===== config.mk =====
export PLATFORM = sky130hd
export DESIGN_NAME = prr43_cell
export DESIGN_NICKNAME = d
export VERILOG_FILES = /design/src/sv/prr43_pkg.sv /design/src/sv/prr43_cell.sv
export SDC_FILE = /design/constraint.sdc
export NUM_CORES = 1
export LEC_CHECK = 0
export BUFFER_PORTS_ARGS = -buffer_cell sky130_fd_sc_hd__buf_2
export CORE_MARGIN = 5
export CORE_UTILIZATION = 50
export CTS_CLUSTER_SIZE = 30
export DETAILED_ROUTE_END_ITERATION = 12
export GPL_ROUTABILITY_DRIVEN = 0
export MAX_ROUTING_LAYER = met4
export PLACE_DENSITY = 0.69
export SYNTH_ARGS = -nofsm -noshare
export SYNTH_HDL_FRONTEND = slang
export SYNTH_SLANG_ARGS = --single-unit

===== constraint.sdc =====
create_clock -name aclk -period 13.7 [get_ports aclk]
set_input_delay 4.11 -clock aclk [delete_from_list [all_inputs] [get_ports aclk]]
set_output_delay 4.11 -clock aclk [all_outputs]
set_load 0.1 [all_outputs]

===== src/sv/prr43_pkg.sv =====
package prr43_pkg;

    localparam int SAMPLE_BITS = 16;
    localparam int TABLE_BITS  = 24;
    localparam int UP_FACTOR   = 4;
    localparam int TAP_COUNT   = 60;
    localparam int LINE_DEPTH  = TAP_COUNT / UP_FACTOR;
    localparam int PHASES      = UP_FACTOR;
    localparam int ACC_GUARD   = 4;
    localparam int OUTQ_DEPTH  = 8;
    localparam int OUTQ_AW     = 3;

    localparam int PH0 = 0;
    localparam int PH1 = 1;
    localparam int PH2 = 2;
    localparam int PH3 = 3;

    localparam logic [SAMPLE_BITS-1:0] SAMPLE_MAX = {1'b0, {(SAMPLE_BITS-1){1'b1}}};
    localparam logic [SAMPLE_BITS-1:0] SAMPLE_MIN = {1'b1, {(SAMPLE_BITS-1){1'b0}}};

    // half of the symmetric prototype, gain of four folded in, Q1.23
    localparam int HALF_TABLE [TAP_COUNT/2] = '{
        -399906,   55514,  168640,  268478,  272472,
         147322,  -60015, -238302, -271645, -113422,
         165224,  404944,  439466,  204322, -203600,
        -556918, -616506, -281324,  318503,  855098,
         962202,  454336, -516120, -1461394, -1746775,
        -892511, 1155222, 3926016, 6566589, 8174376
    };

    typedef enum logic [1:0] {
        POS_FIRST,
        POS_SECOND,
        POS_THIRD
    } frame_pos_t;

    typedef struct packed {
        logic first_half;   // phases 0 and 1
        logic second_half;  // phases 2 and 3
    } cell_ctrl_t;

    typedef struct packed {
        logic [1:0] count;  // words pushed this cycle, 0 to 2
    } push_ctrl_t;

    // coefficient k reduced to Q1.(cbits-1), round half up
    function automatic int coef_value(input int k, input int cbits);
        int idx;
        int base;
        int sh;
        idx  = (k < TAP_COUNT/2) ? k : (TAP_COUNT - 1 - k);
        base = HALF_TABLE[idx];
        sh   = TABLE_BITS - cbits;
        if (sh == 0) begin
            return base;
        end
        return (base + (1 <<< (sh - 1))) >>> sh;
    endfunction

endpackage


===== src/sv/prr43_cell.sv =====
module prr43_cell #(
    parameter int CELL_INDEX = 0,
    parameter int COEF_BITS  = 18,
    parameter int ACC_W      = 38
) (
    input  logic                                            aclk,
    input  logic                                            aresetn,
    input  prr43_pkg::cell_ctrl_t                           ctrl,
    input  logic signed [prr43_pkg::SAMPLE_BITS-1:0]        x,
    input  logic [prr43_pkg::PHASES-1:0][ACC_W-1:0]         sum_in,
    output logic [prr43_pkg::PHASES-1:0][ACC_W-1:0]         sum_out
);
    import prr43_pkg::*;

    localparam int K0 = CELL_INDEX * UP_FACTOR;
    localparam logic signed [COEF_BITS-1:0] C0 = COEF_BITS'(coef_value(K0 + PH0, COEF_BITS));
    localparam logic signed [COEF_BITS-1:0] C1 = COEF_BITS'(coef_value(K0 + PH1, COEF_BITS));
    localparam logic signed [COEF_BITS-1:0] C2 = COEF_BITS'(coef_value(K0 + PH2, COEF_BITS));
    localparam logic signed [COEF_BITS-1:0] C3 = COEF_BITS'(coef_value(K0 + PH3, COEF_BITS));

    logic signed [COEF_BITS-1:0]             coef_m0;
    logic signed [COEF_BITS-1:0]             coef_m1;
    logic signed [SAMPLE_BITS+COEF_BITS-1:0] prod_m0;
    logic signed [SAMPLE_BITS+COEF_BITS-1:0] prod_m1;
    logic [PHASES-1:0][ACC_W-1:0]            sum_reg;
    logic [PHASES-1:0][ACC_W-1:0]            sum_next;

    // m0 serves phases 0 and 2, m1 phases 1 and 3
    assign coef_m0 = ctrl.second_half ? C2 : C0;
    assign coef_m1 = ctrl.second_half ? C3 : C1;
    assign prod_m0 = x * coef_m0;
    assign prod_m1 = x * coef_m1;

    always_comb begin
        sum_next = sum_reg;
        if (ctrl.first_half) begin
            sum_next[PH0] = ACC_W'(prod_m0) + sum_in[PH0];
            sum_next[PH1] = ACC_W'(prod_m1) + sum_in[PH1];
        end
        if (ctrl.second_half) begin
            sum_next[PH2] = ACC_W'(prod_m0) + sum_in[PH2];
            sum_next[PH3] = ACC_W'(prod_m1) + sum_in[PH3];
        end
    end

    always_ff @(posedge aclk) begin
        if (!aresetn) begin
            sum_reg <= '0;
        end else begin
            sum_reg <= sum_next;
        end
    end

    assign sum_out = sum_reg;

endmodule


==> results.json <==
{
  "max-cap-violations": 0,
  "timing.final.hold_violations": 0,
  "synth_edf_count": 0,
  "netlist.top_cell.by_area": "sky130_fd_sc_hd__fa_1",
  "critPathCaptureType": "flip-flop",
  "number_of_buffers_inserted_by_post_cts_setup_repair": 0,
  "numPortBuffers": 323,
  "finish.cell_count_without_fillers": 3868,
  "numCtsBuffers": 17,
  "syn-cell-area_um2": 25000,
  "hp-start": "sum_out[75]",
  "detailedRoute.firstPassIterationCount": 5,
  "worst_r2r_path_depth": 3,
  "worst_skew_pair.late_latency_ps": 450,
  "hold_path_end": "sum_out[75]",
  "setup-tns-final_ps": 0,
  "finClkSkew_ps": 0,
  "count_of_unique_library_cells_instantiated_by_yosys": 86,
  "detail_route.wl_per_cell_um": 19.9,
  "ctsRootBufferMaster": "sky130_fd_sc_hd__clkbuf_16",
  "vias_per_cell": 5.68,
  "cp_max_fo": 37,
  "globalRouteOverflowTotal": 0,
  "dieWidth_um": 233,
  "post_synthesis_area_per_instance_um2": 8.64,
  "dp_hpwl_um": 66200,
  "drc": 0,
  "worst_path_max_delay_cell": "sky130_fd_sc_hd__fa_1",
  "critical_path.startpoint_type": "primary input",
  "min_delay_path_depth": 2,
  "worst_r2r_startpoint": "sum_out[69]",
  "layout_setup_ws_ps": 966,
  "detail-route-antenna-nets": 0,
  "finalCritPeriodShare_pct": 93.0,
  "placeable_core_area_um2": 49200,
  "share_of_final_layout_standard_cells_stronger_than_drive_strength_1_pct": 13.0,
  "worstMarginPinSlew_ps": 986,
  "post_cts_hold_buffers": 0,
  "mostFrequentLayoutCells": "451 x sky130_fd_sc_hd__inv_1, 351 x sky130_fd_sc_hd__ha_1, 322 x sky130_fd_sc_hd__buf_2",
  "synth_async_sr_flop_share_pct": 0,
  "global_route_wire_length_before_repair_um": 120000,
  "cp_data_required_time_ps": 14010,
  "cells_resized_by_post_cts_repair": 0,
  "num_io_pins": 324,
  "maxSlewViolCount": 0,
  "fmax_mhz": 78.5,
  "hold_path.class": "flip-flop to flip-flop",
  "area_growth_pct": 11.6,
  "effective_utilization_at_floorplan_pct": 50.8,
  "placementRows": 81,
  "reg2reg_to": "sum_out[69]",
  "timing.final.crit_period_ps": 12730,
  "relSlewSlack_pct": 34.2,
  "seq_area_frac_synth_pct": 12.2,
  "grt_start_max_net_pins": 56,
  "yosys.area.top_type_share_pct": 22.9,
  "syn-instance-count": 2888,
  "postRouteWirelength_um": 77000,
  "largest_register_ff_count": 152,
  "num-fill-cells": 4469,
  "die_area_um2": 54500,
  "clock_sink_total": 152,
  "first_global_vias": 21900,
  "clkTransAtPathRegs_ps": 80,
  "synth_flop_cell": "sky130_fd_sc_hd__dfxtp_1",
  "crit_top_cell": "sky130_fd_sc_hd__a21o_1",
  "yosysWarnings": 0,
  "layout_nets": 3991,
  "cell_total_after_placement": 3827,
  "setup_viol": 0,
  "netlist_top_cells_area": "sky130_fd_sc_hd__fa_1 23%, sky130_fd_sc_hd__ha_1 18%, sky130_fd_sc_hd__dfxtp_1 12%",
  "clock_tree.buffer_depth": 2,
  "groute.usage.overall_pct": 28.7,
  "rsz0062_at_grt": "no",
  "htree_levels": 4,
  "via_count_of_the_routed_design": 22000,
  "grt_antenna_before_repair": 10,
  "drt-initial-drc-count": 1383,
  "criticalPathCategory": "primary input to flip-flop",
  "pre_cts_slack_ps": 631,
  "chipHeight_um": 233,
  "r2r_setup_slack_ps": 12890,
  "run_status": "finished, final reports clean",
  "critPathMaxStageDelay_ps": 550,
  "timing.critical_path.arrival_ps": 13040,
  "commonest_non_fill_non_tap_cell_in_the_layout": "sky130_fd_sc_hd__inv_1",
  "synth.ff_latch_count": 152,
  "cts_tree": "yes"
}
-- cells by family after synthesis --
family                   after synthesis  synth area share, %
adder cells (fa/ha/maj)              637                 40.5
multiplexers                          82                 3.30
other                                  2               0.0301
flip-flops                           152                 12.2
AND/OR/NAND/NOR                      638                 11.8
AO/OA/AOI/OAI                        676                 18.0
buffers and inverters                533                 8.20
XOR/XNOR                             168                 5.95
-- routing by layer --
metal	GRT usage, %	share of wire, %	up-vias
met5	-	0	-
met2	45.9	46	870
met4	14.3	5.8	0
met3	4.50	6.4	203
li1	-	-	10400
met1	35.5	42	10500
-- area by class of cell --
cell class	count	area, um^2	share of cell area (%)
Antenna cell	9	22.5	0.0808
Tap cell	664	831	2.98
Sequential cell	152	3040	10.9
Timing Repair Buffer	335	1710	6.13
Multi-Input combinational cell	2223	20000	71.6
Inverter	453	1700	6.11
Clock buffer	17	425	1.53
Clock inverter	15	179	0.642
-- worst max-delay path, delay by kind of cell --
kind / cells / cell delay, ps
buffers and inverters: 7 / 1060
AO/OA/AOI/OAI: 16 / 3320
AND/OR/NAND/NOR: 2 / 260
XOR/XNOR: 2 / 480
adder cells (fa/ha/maj): 8 / 3740
-- cell usage after synthesis (all sizes together) (35+ instances only) --
cell type,n
nor2,231
dfxtp,152
xnor2,107
nand2,161
mux2i,80
a211oi,35
nand3,77
fa,286
o21ai,137
xor2,60
a21o,132
a21oi,192
ha,351
inv,453
clkbuf,63
-- worst max-delay path by stage --
stage                     startpoint      endpoint  slack, ps  cells after the start
after global placement       ctrl[0]  sum_out[112]        850                     35
after global routing         ctrl[0]  sum_out[112]        550                     35
after floorplan              ctrl[0]  sum_out[111]       1440                     34
final                        ctrl[0]  sum_out[111]        970                     35
after CTS                    ctrl[0]  sum_out[111]       1040                     34
after detailed placement     ctrl[0]  sum_out[111]        630                     36
-- per-stage QoR --
| stage | instance area, um^2 | util [%] | hold slack [ps] |
|---|---|---|---|
| floorplan | 25000 | - | 873 |
| global placement | 27200 | 55.4 | 433 |
| detailed placement | 27200 | 55.4 | 440 |
| CTS | 27800 | 56.6 | 452 |
| global route | 27900 | 56.7 | 482 |
| finish | 27900 | 56.7 | 451 |
Power is not shown: default switching activity piles up to over one toggle a cycle in this logic, so the estimate is an artifact.
