## config.mk

```make
export PLATFORM = sky130hd
export DESIGN_NAME = prr43_outbuf
export DESIGN_NICKNAME = d
export VERILOG_FILES = /design/src/sv/prr43_pkg.sv /design/src/sv/prr43_outbuf.sv
export SDC_FILE = /design/constraint.sdc
export NUM_CORES = 1
export LEC_CHECK = 0
export ABC_AREA = 1
export BUFFER_PORTS_ARGS = -buffer_cell sky130_fd_sc_hd__buf_2
export CORE_ASPECT_RATIO = 1.75
export CORE_MARGIN = 3
export CORE_UTILIZATION = 30
export CTS_BUF_LIST = sky130_fd_sc_hd__clkbuf_8
export DETAILED_ROUTE_END_ITERATION = 10
export SYNTH_ARGS = -nofsm -noshare
export SYNTH_HDL_FRONTEND = slang
export SYNTH_SLANG_ARGS = --single-unit
export TNS_END_PERCENT = 30
```

## constraint.sdc

```tcl
create_clock -name aclk -period 2.1 [get_ports aclk]
set_input_delay 0.21 -clock aclk [delete_from_list [all_inputs] [get_ports aclk]]
set_output_delay 0.21 -clock aclk [all_outputs]
set_load 0.05 [all_outputs]
```

## src/sv/prr43_pkg.sv

```systemverilog
package prr43_pkg;

    localparam int SAMPLE_BITS = 16;
    localparam int TABLE_BITS  = 24;
    localparam int UP_FACTOR   = 4;
    localparam int TAP_COUNT   = 60;
    localparam int LINE_DEPTH  = TAP_COUNT / UP_FACTOR;
    localparam int PHASES      = UP_FACTOR;
    localparam int ACC_GUARD   = 4;
    localparam int OUTQ_DEPTH  = 8;
    localparam int OUTQ_AW     = 3;

    localparam int PH0 = 0;
    localparam int PH1 = 1;
    localparam int PH2 = 2;
    localparam int PH3 = 3;

    localparam logic [SAMPLE_BITS-1:0] SAMPLE_MAX = {1'b0, {(SAMPLE_BITS-1){1'b1}}};
    localparam logic [SAMPLE_BITS-1:0] SAMPLE_MIN = {1'b1, {(SAMPLE_BITS-1){1'b0}}};

    // half of the symmetric prototype, gain of four folded in, Q1.23
    localparam int HALF_TABLE [TAP_COUNT/2] = '{
        -399906,   55514,  168640,  268478,  272472,
         147322,  -60015, -238302, -271645, -113422,
         165224,  404944,  439466,  204322, -203600,
        -556918, -616506, -281324,  318503,  855098,
         962202,  454336, -516120, -1461394, -1746775,
        -892511, 1155222, 3926016, 6566589, 8174376
    };

    typedef enum logic [1:0] {
        POS_FIRST,
        POS_SECOND,
        POS_THIRD
    } frame_pos_t;

    typedef struct packed {
        logic first_half;   // phases 0 and 1
        logic second_half;  // phases 2 and 3
    } cell_ctrl_t;

    typedef struct packed {
        logic [1:0] count;  // words pushed this cycle, 0 to 2
    } push_ctrl_t;

    // coefficient k reduced to Q1.(cbits-1), round half up
    function automatic int coef_value(input int k, input int cbits);
        int idx;
        int base;
        int sh;
        idx  = (k < TAP_COUNT/2) ? k : (TAP_COUNT - 1 - k);
        base = HALF_TABLE[idx];
        sh   = TABLE_BITS - cbits;
        if (sh == 0) begin
            return base;
        end
        return (base + (1 <<< (sh - 1))) >>> sh;
    endfunction

endpackage

```

## src/sv/prr43_outbuf.sv

```systemverilog
module prr43_outbuf #(
    parameter int COEF_BITS = 18,
    parameter int ACC_W     = 38
) (
    input  logic                                   aclk,
    input  logic                                   aresetn,
    input  prr43_pkg::push_ctrl_t                  push,
    input  logic [1:0][ACC_W-1:0]                  raw,
    output logic                                   room,
    output logic                                   m_tvalid,
    input  logic                                   m_tready,
    output logic [prr43_pkg::SAMPLE_BITS-1:0]      m_tdata,
    output logic                                   m_tlast
);
    import prr43_pkg::*;

    localparam int SHIFT = COEF_BITS - 1;
    localparam logic signed [ACC_W-1:0] ROUND_HALF = ACC_W'(1) << (SHIFT - 1);
    localparam logic signed [ACC_W-1:0] SAT_HI     = ACC_W'(2**(SAMPLE_BITS-1) - 1);
    localparam logic signed [ACC_W-1:0] SAT_LO     = ~SAT_HI;

    typedef struct packed {
        logic                   last;
        logic [SAMPLE_BITS-1:0] data;
    } out_word_t;

    logic signed [ACC_W-1:0] biased [2];
    logic signed [ACC_W-1:0] scaled [2];
    out_word_t               word   [2];

    out_word_t          mem_reg [OUTQ_DEPTH];
    logic [OUTQ_AW-1:0] wr_ptr_reg, wr_ptr_next;
    logic [OUTQ_AW-1:0] rd_ptr_reg, rd_ptr_next;
    logic [OUTQ_AW:0]   count_reg, count_next;
    logic [OUTQ_AW+1:0] level_ahead;
    logic               pop;

    always_comb begin
        for (int i = 0; i < 2; i++) begin
            biased[i] = $signed(raw[i]) + ROUND_HALF;
            scaled[i] = biased[i] >>> SHIFT;
            if (scaled[i] > SAT_HI) begin
                word[i].data = SAMPLE_MAX;
            end else if (scaled[i] < SAT_LO) begin
                word[i].data = SAMPLE_MIN;
            end else begin
                word[i].data = scaled[i][SAMPLE_BITS-1:0];
            end
        end
        word[0].last = (push.count == 2'd1);
        word[1].last = 1'b1;
    end

    assign pop      = m_tvalid && m_tready;
    assign m_tvalid = (count_reg != '0);
    assign m_tdata  = mem_reg[rd_ptr_reg].data;
    assign m_tlast  = mem_reg[rd_ptr_reg].last;

    // room for the pending push plus a full pair from the next word accepted
    assign level_ahead = (OUTQ_AW+2)'(count_reg) + (OUTQ_AW+2)'(push.count)
                       + (OUTQ_AW+2)'(2);
    assign room        = (level_ahead <= (OUTQ_AW+2)'(OUTQ_DEPTH));

    assign wr_ptr_next = wr_ptr_reg + OUTQ_AW'(push.count);
    assign rd_ptr_next = rd_ptr_reg + OUTQ_AW'(pop);
    assign count_next  = count_reg + (OUTQ_AW+1)'(push.count) - (OUTQ_AW+1)'(pop);

    always_ff @(posedge aclk) begin
        if (push.count != 2'd0) begin
            mem_reg[wr_ptr_reg] <= word[0];
        end
        if (push.count == 2'd2) begin
            mem_reg[wr_ptr_reg + OUTQ_AW'(1)] <= word[1];
        end
    end

    always_ff @(posedge aclk) begin
        if (!aresetn) begin
            wr_ptr_reg <= '0;
            rd_ptr_reg <= '0;
            count_reg  <= '0;
        end else begin
            wr_ptr_reg <= wr_ptr_next;
            rd_ptr_reg <= rd_ptr_next;
            count_reg  <= count_next;
        end
    end

endmodule

```

==> reports/summary.log <==
[logic_synthesis] fraction of the mapped netlist area in compound gates 7.66%
[floorplanning] number of I/O pins 100
[worst_setup_path] Worst Path Arrival 2.32 ns
[sta] Setup TNS Final -1.09 ns
[worst_setup_path] nature of the critical path endpoint output port
[sta] setup-violating endpoint count in the final report 14
[placed_design] cell count after placement 1,725
[sta] post-route clock skew 0.0114 ns
[logic_synthesis] mux share of post-synthesis cell area 0%
[finish] share of final-layout standard cells stronger than drive strength 1 29.3%
[clock_tree] Clock Pin Slew Worst Setup and Hold Paths 0.08 ns
[sta] RSZ-0062 raised after global routing yes
[sta] post-route fraction of the period consumed by the critical path 120%
[clock_tree] Worst-Skew Late Latency 0.47 ns
[global_routing] vias in the first global route 8,640
[run_status] failing checks setup timing
[logic_synthesis] cell types occupying the most area after synthesis edfxtp_1 (40%), nand2_1 (18%), nor2_1 (7.2%)
[power_and_ir_drop] static leakage 0.00552 uW
[logic_synthesis] post-synthesis share of cell area spent on and, or, nand and nor gates 35.6%
[sta] final worst path period need 2.53 ns
[logic_synthesis] Post-Synth Adder-Cell Area 2.59%
[global_routing] GR Overflow Total 0
[sta] max frequency 395 MHz
[clock_tree] CTS Buffer Depth 2
[floorplanning] vertical extent of the die 242 um
[logic_synthesis] Syn Area/Cell 7.84 sq um
[detailed_routing] final wirelength 31,600 um
[finish] number of flip-flops under the largest register name 136
[clock_tree] level count of the clock H-tree 4
[logic_synthesis] cell accounting for the most synthesized area edfxtp_1
[global_routing] total global routing track utilization 18.0%
[finish] sequential standard cell area 4220 sq um
[logic_synthesis] combinational family with the most area after synthesis simple AND/OR/NAND/NOR gates
[finish] Final Non-Filler Cells 1,788
[detailed_routing] Antenna Nets Post-Route 0
[clock_tree] clock buffer count from CTS 17
[placed_design] placed cell area 11,200 sq um
[power_and_ir_drop] maximum vdd drop 428 uV
[logic_synthesis] number of warnings printed during yosys synthesis 0
[finish] area used by multi-input combinational logic 5350 sq um
[finish] total of fill cells in the finished design 3,044
[power_and_ir_drop] PD cells 991 nW/um^2
[logic_synthesis] mapped cell area 9550 sq um
[worst_setup_path] Data required, critical path 1.89 ns
[placed_design] Final Wtd Congestion 0.830
[sta] max-slew violation count 0
[global_routing] antenna violations before repair 1
[sta] final worst slack -0.429 ns
[floorplanning] total number of placement rows 85
[worst_setup_path] critical path start-end classification reg2out
[detailed_routing] detailed-route wire length per cell 17.7 um
[flow_run] max_cap viols 0
[logic_synthesis] share of synthesized area occupied by flip-flops and latches 44.0%
[floorplanning] Horiz. Die Dim 141 um
[hold_path] type of the tightest min-delay check in2reg
[floorplanning] Initial Utilization 30.8%
[detailed_routing] Iteration-0 DRC Markers 574
[run_status] run status finished with violations
[global_routing] first-pass GRT wire length 47,800 um
[detailed_routing] average via count per standard cell 4.96
[clock_tree] Num Clock Sinks 146
[logic_synthesis] xor-xnor portion of the synthesized cell area 3.29%
[sta] Max transition margin 72.4%
[finish] number of nets in the layout 1,482
[clock_tree] clock tree from TritonCTS done
[sta] count of final hold-check violations 0
[detailed_routing] Via Count 8,867
[finish] growth of design area from synthesis to finish 33.6%
[sta] Hold Slack 0.208 ns
[sta] measured slew at the worst slew-check pin 0.410 ns
[detailed_routing] drt first pass iters 7
[worst_setup_path] launching element type of the critical path register
[logic_synthesis] Synth top area share 40.2%
[logic_synthesis] cell count after synthesis 1,219
[floorplanning] floorplan die area 34,100 sq um
[floorplanning] Core Area 31,100 sq um
[worst_setup_path] critical path fanouts, max 2
[placed_design] dpl hpwl 20,400 um
[clock_tree] cell at the root of the clock tree clkbuf_8
[finish] area of all placed cells without fillers 12,800 sq um
[global_routing] largest net degree at the start of global routing 35
[logic_synthesis] Post-Syn Nets 1,318
[detailed_routing] Post-route DRC 0
[logic_synthesis] number of register bits inferred by synthesis 146
[logic_synthesis] count of distinct cell types in the synthesized netlist 42
[placed_design] number of I/O port buffers 67
-- power by group --
part	internal, uW	leakage (uW)	switching (uW)	total, uW
clock network	1140	0.000204	1080	2220
logic	2840	0.00396	3820	6670
registers	3600	0.00136	173	3770
total	7580	0.00552	5070	12700
-- logic make-up (layout without fill, tap and decap cells) --
family	count (synthesis)	count (layout)
AO/OA/AOI/OAI	128	128
flip-flops	146	146
XOR/XNOR	35	35
AND/OR/NAND/NOR	754	754
other	0	1
buffers and inverters	138	315
adder cells (fa/ha/maj)	18	18
-- through the flow --
| step | setup slack (ns) | power, uW | util [%] |
|---|---|---|---|
| finish | -0.429 | 12700 | 41.1 |
| detailed placement | -0.185 | 8600 | 36.2 |
| floorplan | -0.216 | 6880 | - |
| global placement | -0.165 | 8530 | 36.2 |
| global route | -0.554 | 13200 | 41.1 |
| CTS | -0.552 | 11800 | 39.2 |
-- timing repair --
| action | 4_1_cts | 5_1_grt |
|---|---|---|
| hold buffers | 1 | 0 |
| hold endpoints to repair | 3 | 0 |
| resized for setup | 96 | 113 |
| cloned | 7 | 7 |
| pin swaps | 18 | 51 |
| buffers inserted | 8 | 9 |
| endpoints found under the setup margin | 18 | 50 |
-- cell usage in the layout, fill, tap and decap left out, types with 7 or more instances in the layout --
master    instances
nand2_1         445
o21ai_2          14
ha_1             11
nand2_2          20
nor2_4            7
o22ai_1          13
xor2_1           17
dfxtp_1          13
buf_12           25
xnor2_1          16
nor2_2           37
o21ai_4          14
buf_6            18
nand2_8          10
o21ai_0          17
nor2_1          153
inv_1            78
nand2_4          17
inv_2             9
clkbuf_8         17
o22ai_2          10
o21ai_1          25
a31oi_2          11
buf_2            49
buf_4            85
edfxtp_1        128
nand3_1          38
-- path summary, 6_finish.rpt --
kind / start / to / slack (ns) / depth (start not counted)
max: count_reg[1] / room / -0.43 / 9
min: push[0] / wr_ptr_reg[0] / 0.21 / 5
max reg2reg: count_reg[1] / count_reg[1] / 0.09 / 11
min reg2reg: mem_reg[0][16] / mem_reg[0][16] / 0.48 / 1
-- layout make-up --
cell class | count | area share [%]
clock buffer | 17 | 1.83
inverter | 90 | 2.72
clock inverter | 15 | 1.18
tap | 391 | 3.83
timing repair buffer | 193 | 15.5
antenna | 1 | 0.0196
multi-input combinational | 935 | 41.9
sequential | 146 | 33.0
-- cell usage after synthesis (all sizes together) --
| cell type | n |
|---|---|
| nand2 | 492 |
| nor2 | 199 |
| edfxtp | 128 |
| inv | 88 |
| o21ai | 70 |
| nand3 | 44 |
| clkbuf | 33 |
| o22ai | 24 |
| a31oi | 21 |
| dfxtp | 18 |
| xnor2 | 18 |
| xor2 | 17 |
| buf | 15 |
| ha | 15 |
| nand4 | 7 |
| a21oi | 6 |
| nor3 | 6 |
| o22a | 4 |
| and2 | 3 |
| fa | 3 |
| clkinv | 2 |
| o21bai | 2 |
| a221oi | 1 |
| nand3b | 1 |
| nor4 | 1 |
| or2 | 1 |
-- worst max-delay path, stage by stage, from the launching register on --
cell and delay, ns:
dfxtp_2 0.33, inv_2 0.05, ha_4 0.27, inv_4 0.04
ha_4 0.15, fa_2 0.44, nor3_2 0.13, nor2_2 0.07
a221oi_4 0.19, buf_6 0.19
-- metal layers --
metal  wire, um  GRT usage, %  vias to the layer above
li1           -             -                     4282
met1      11100          19.2                     4148
met2      17500          34.6                      343
met3       1500          2.05                       94
met4       1450          8.39                        0
met5          0             0                        -
Power figures use the tool's default switching activity.
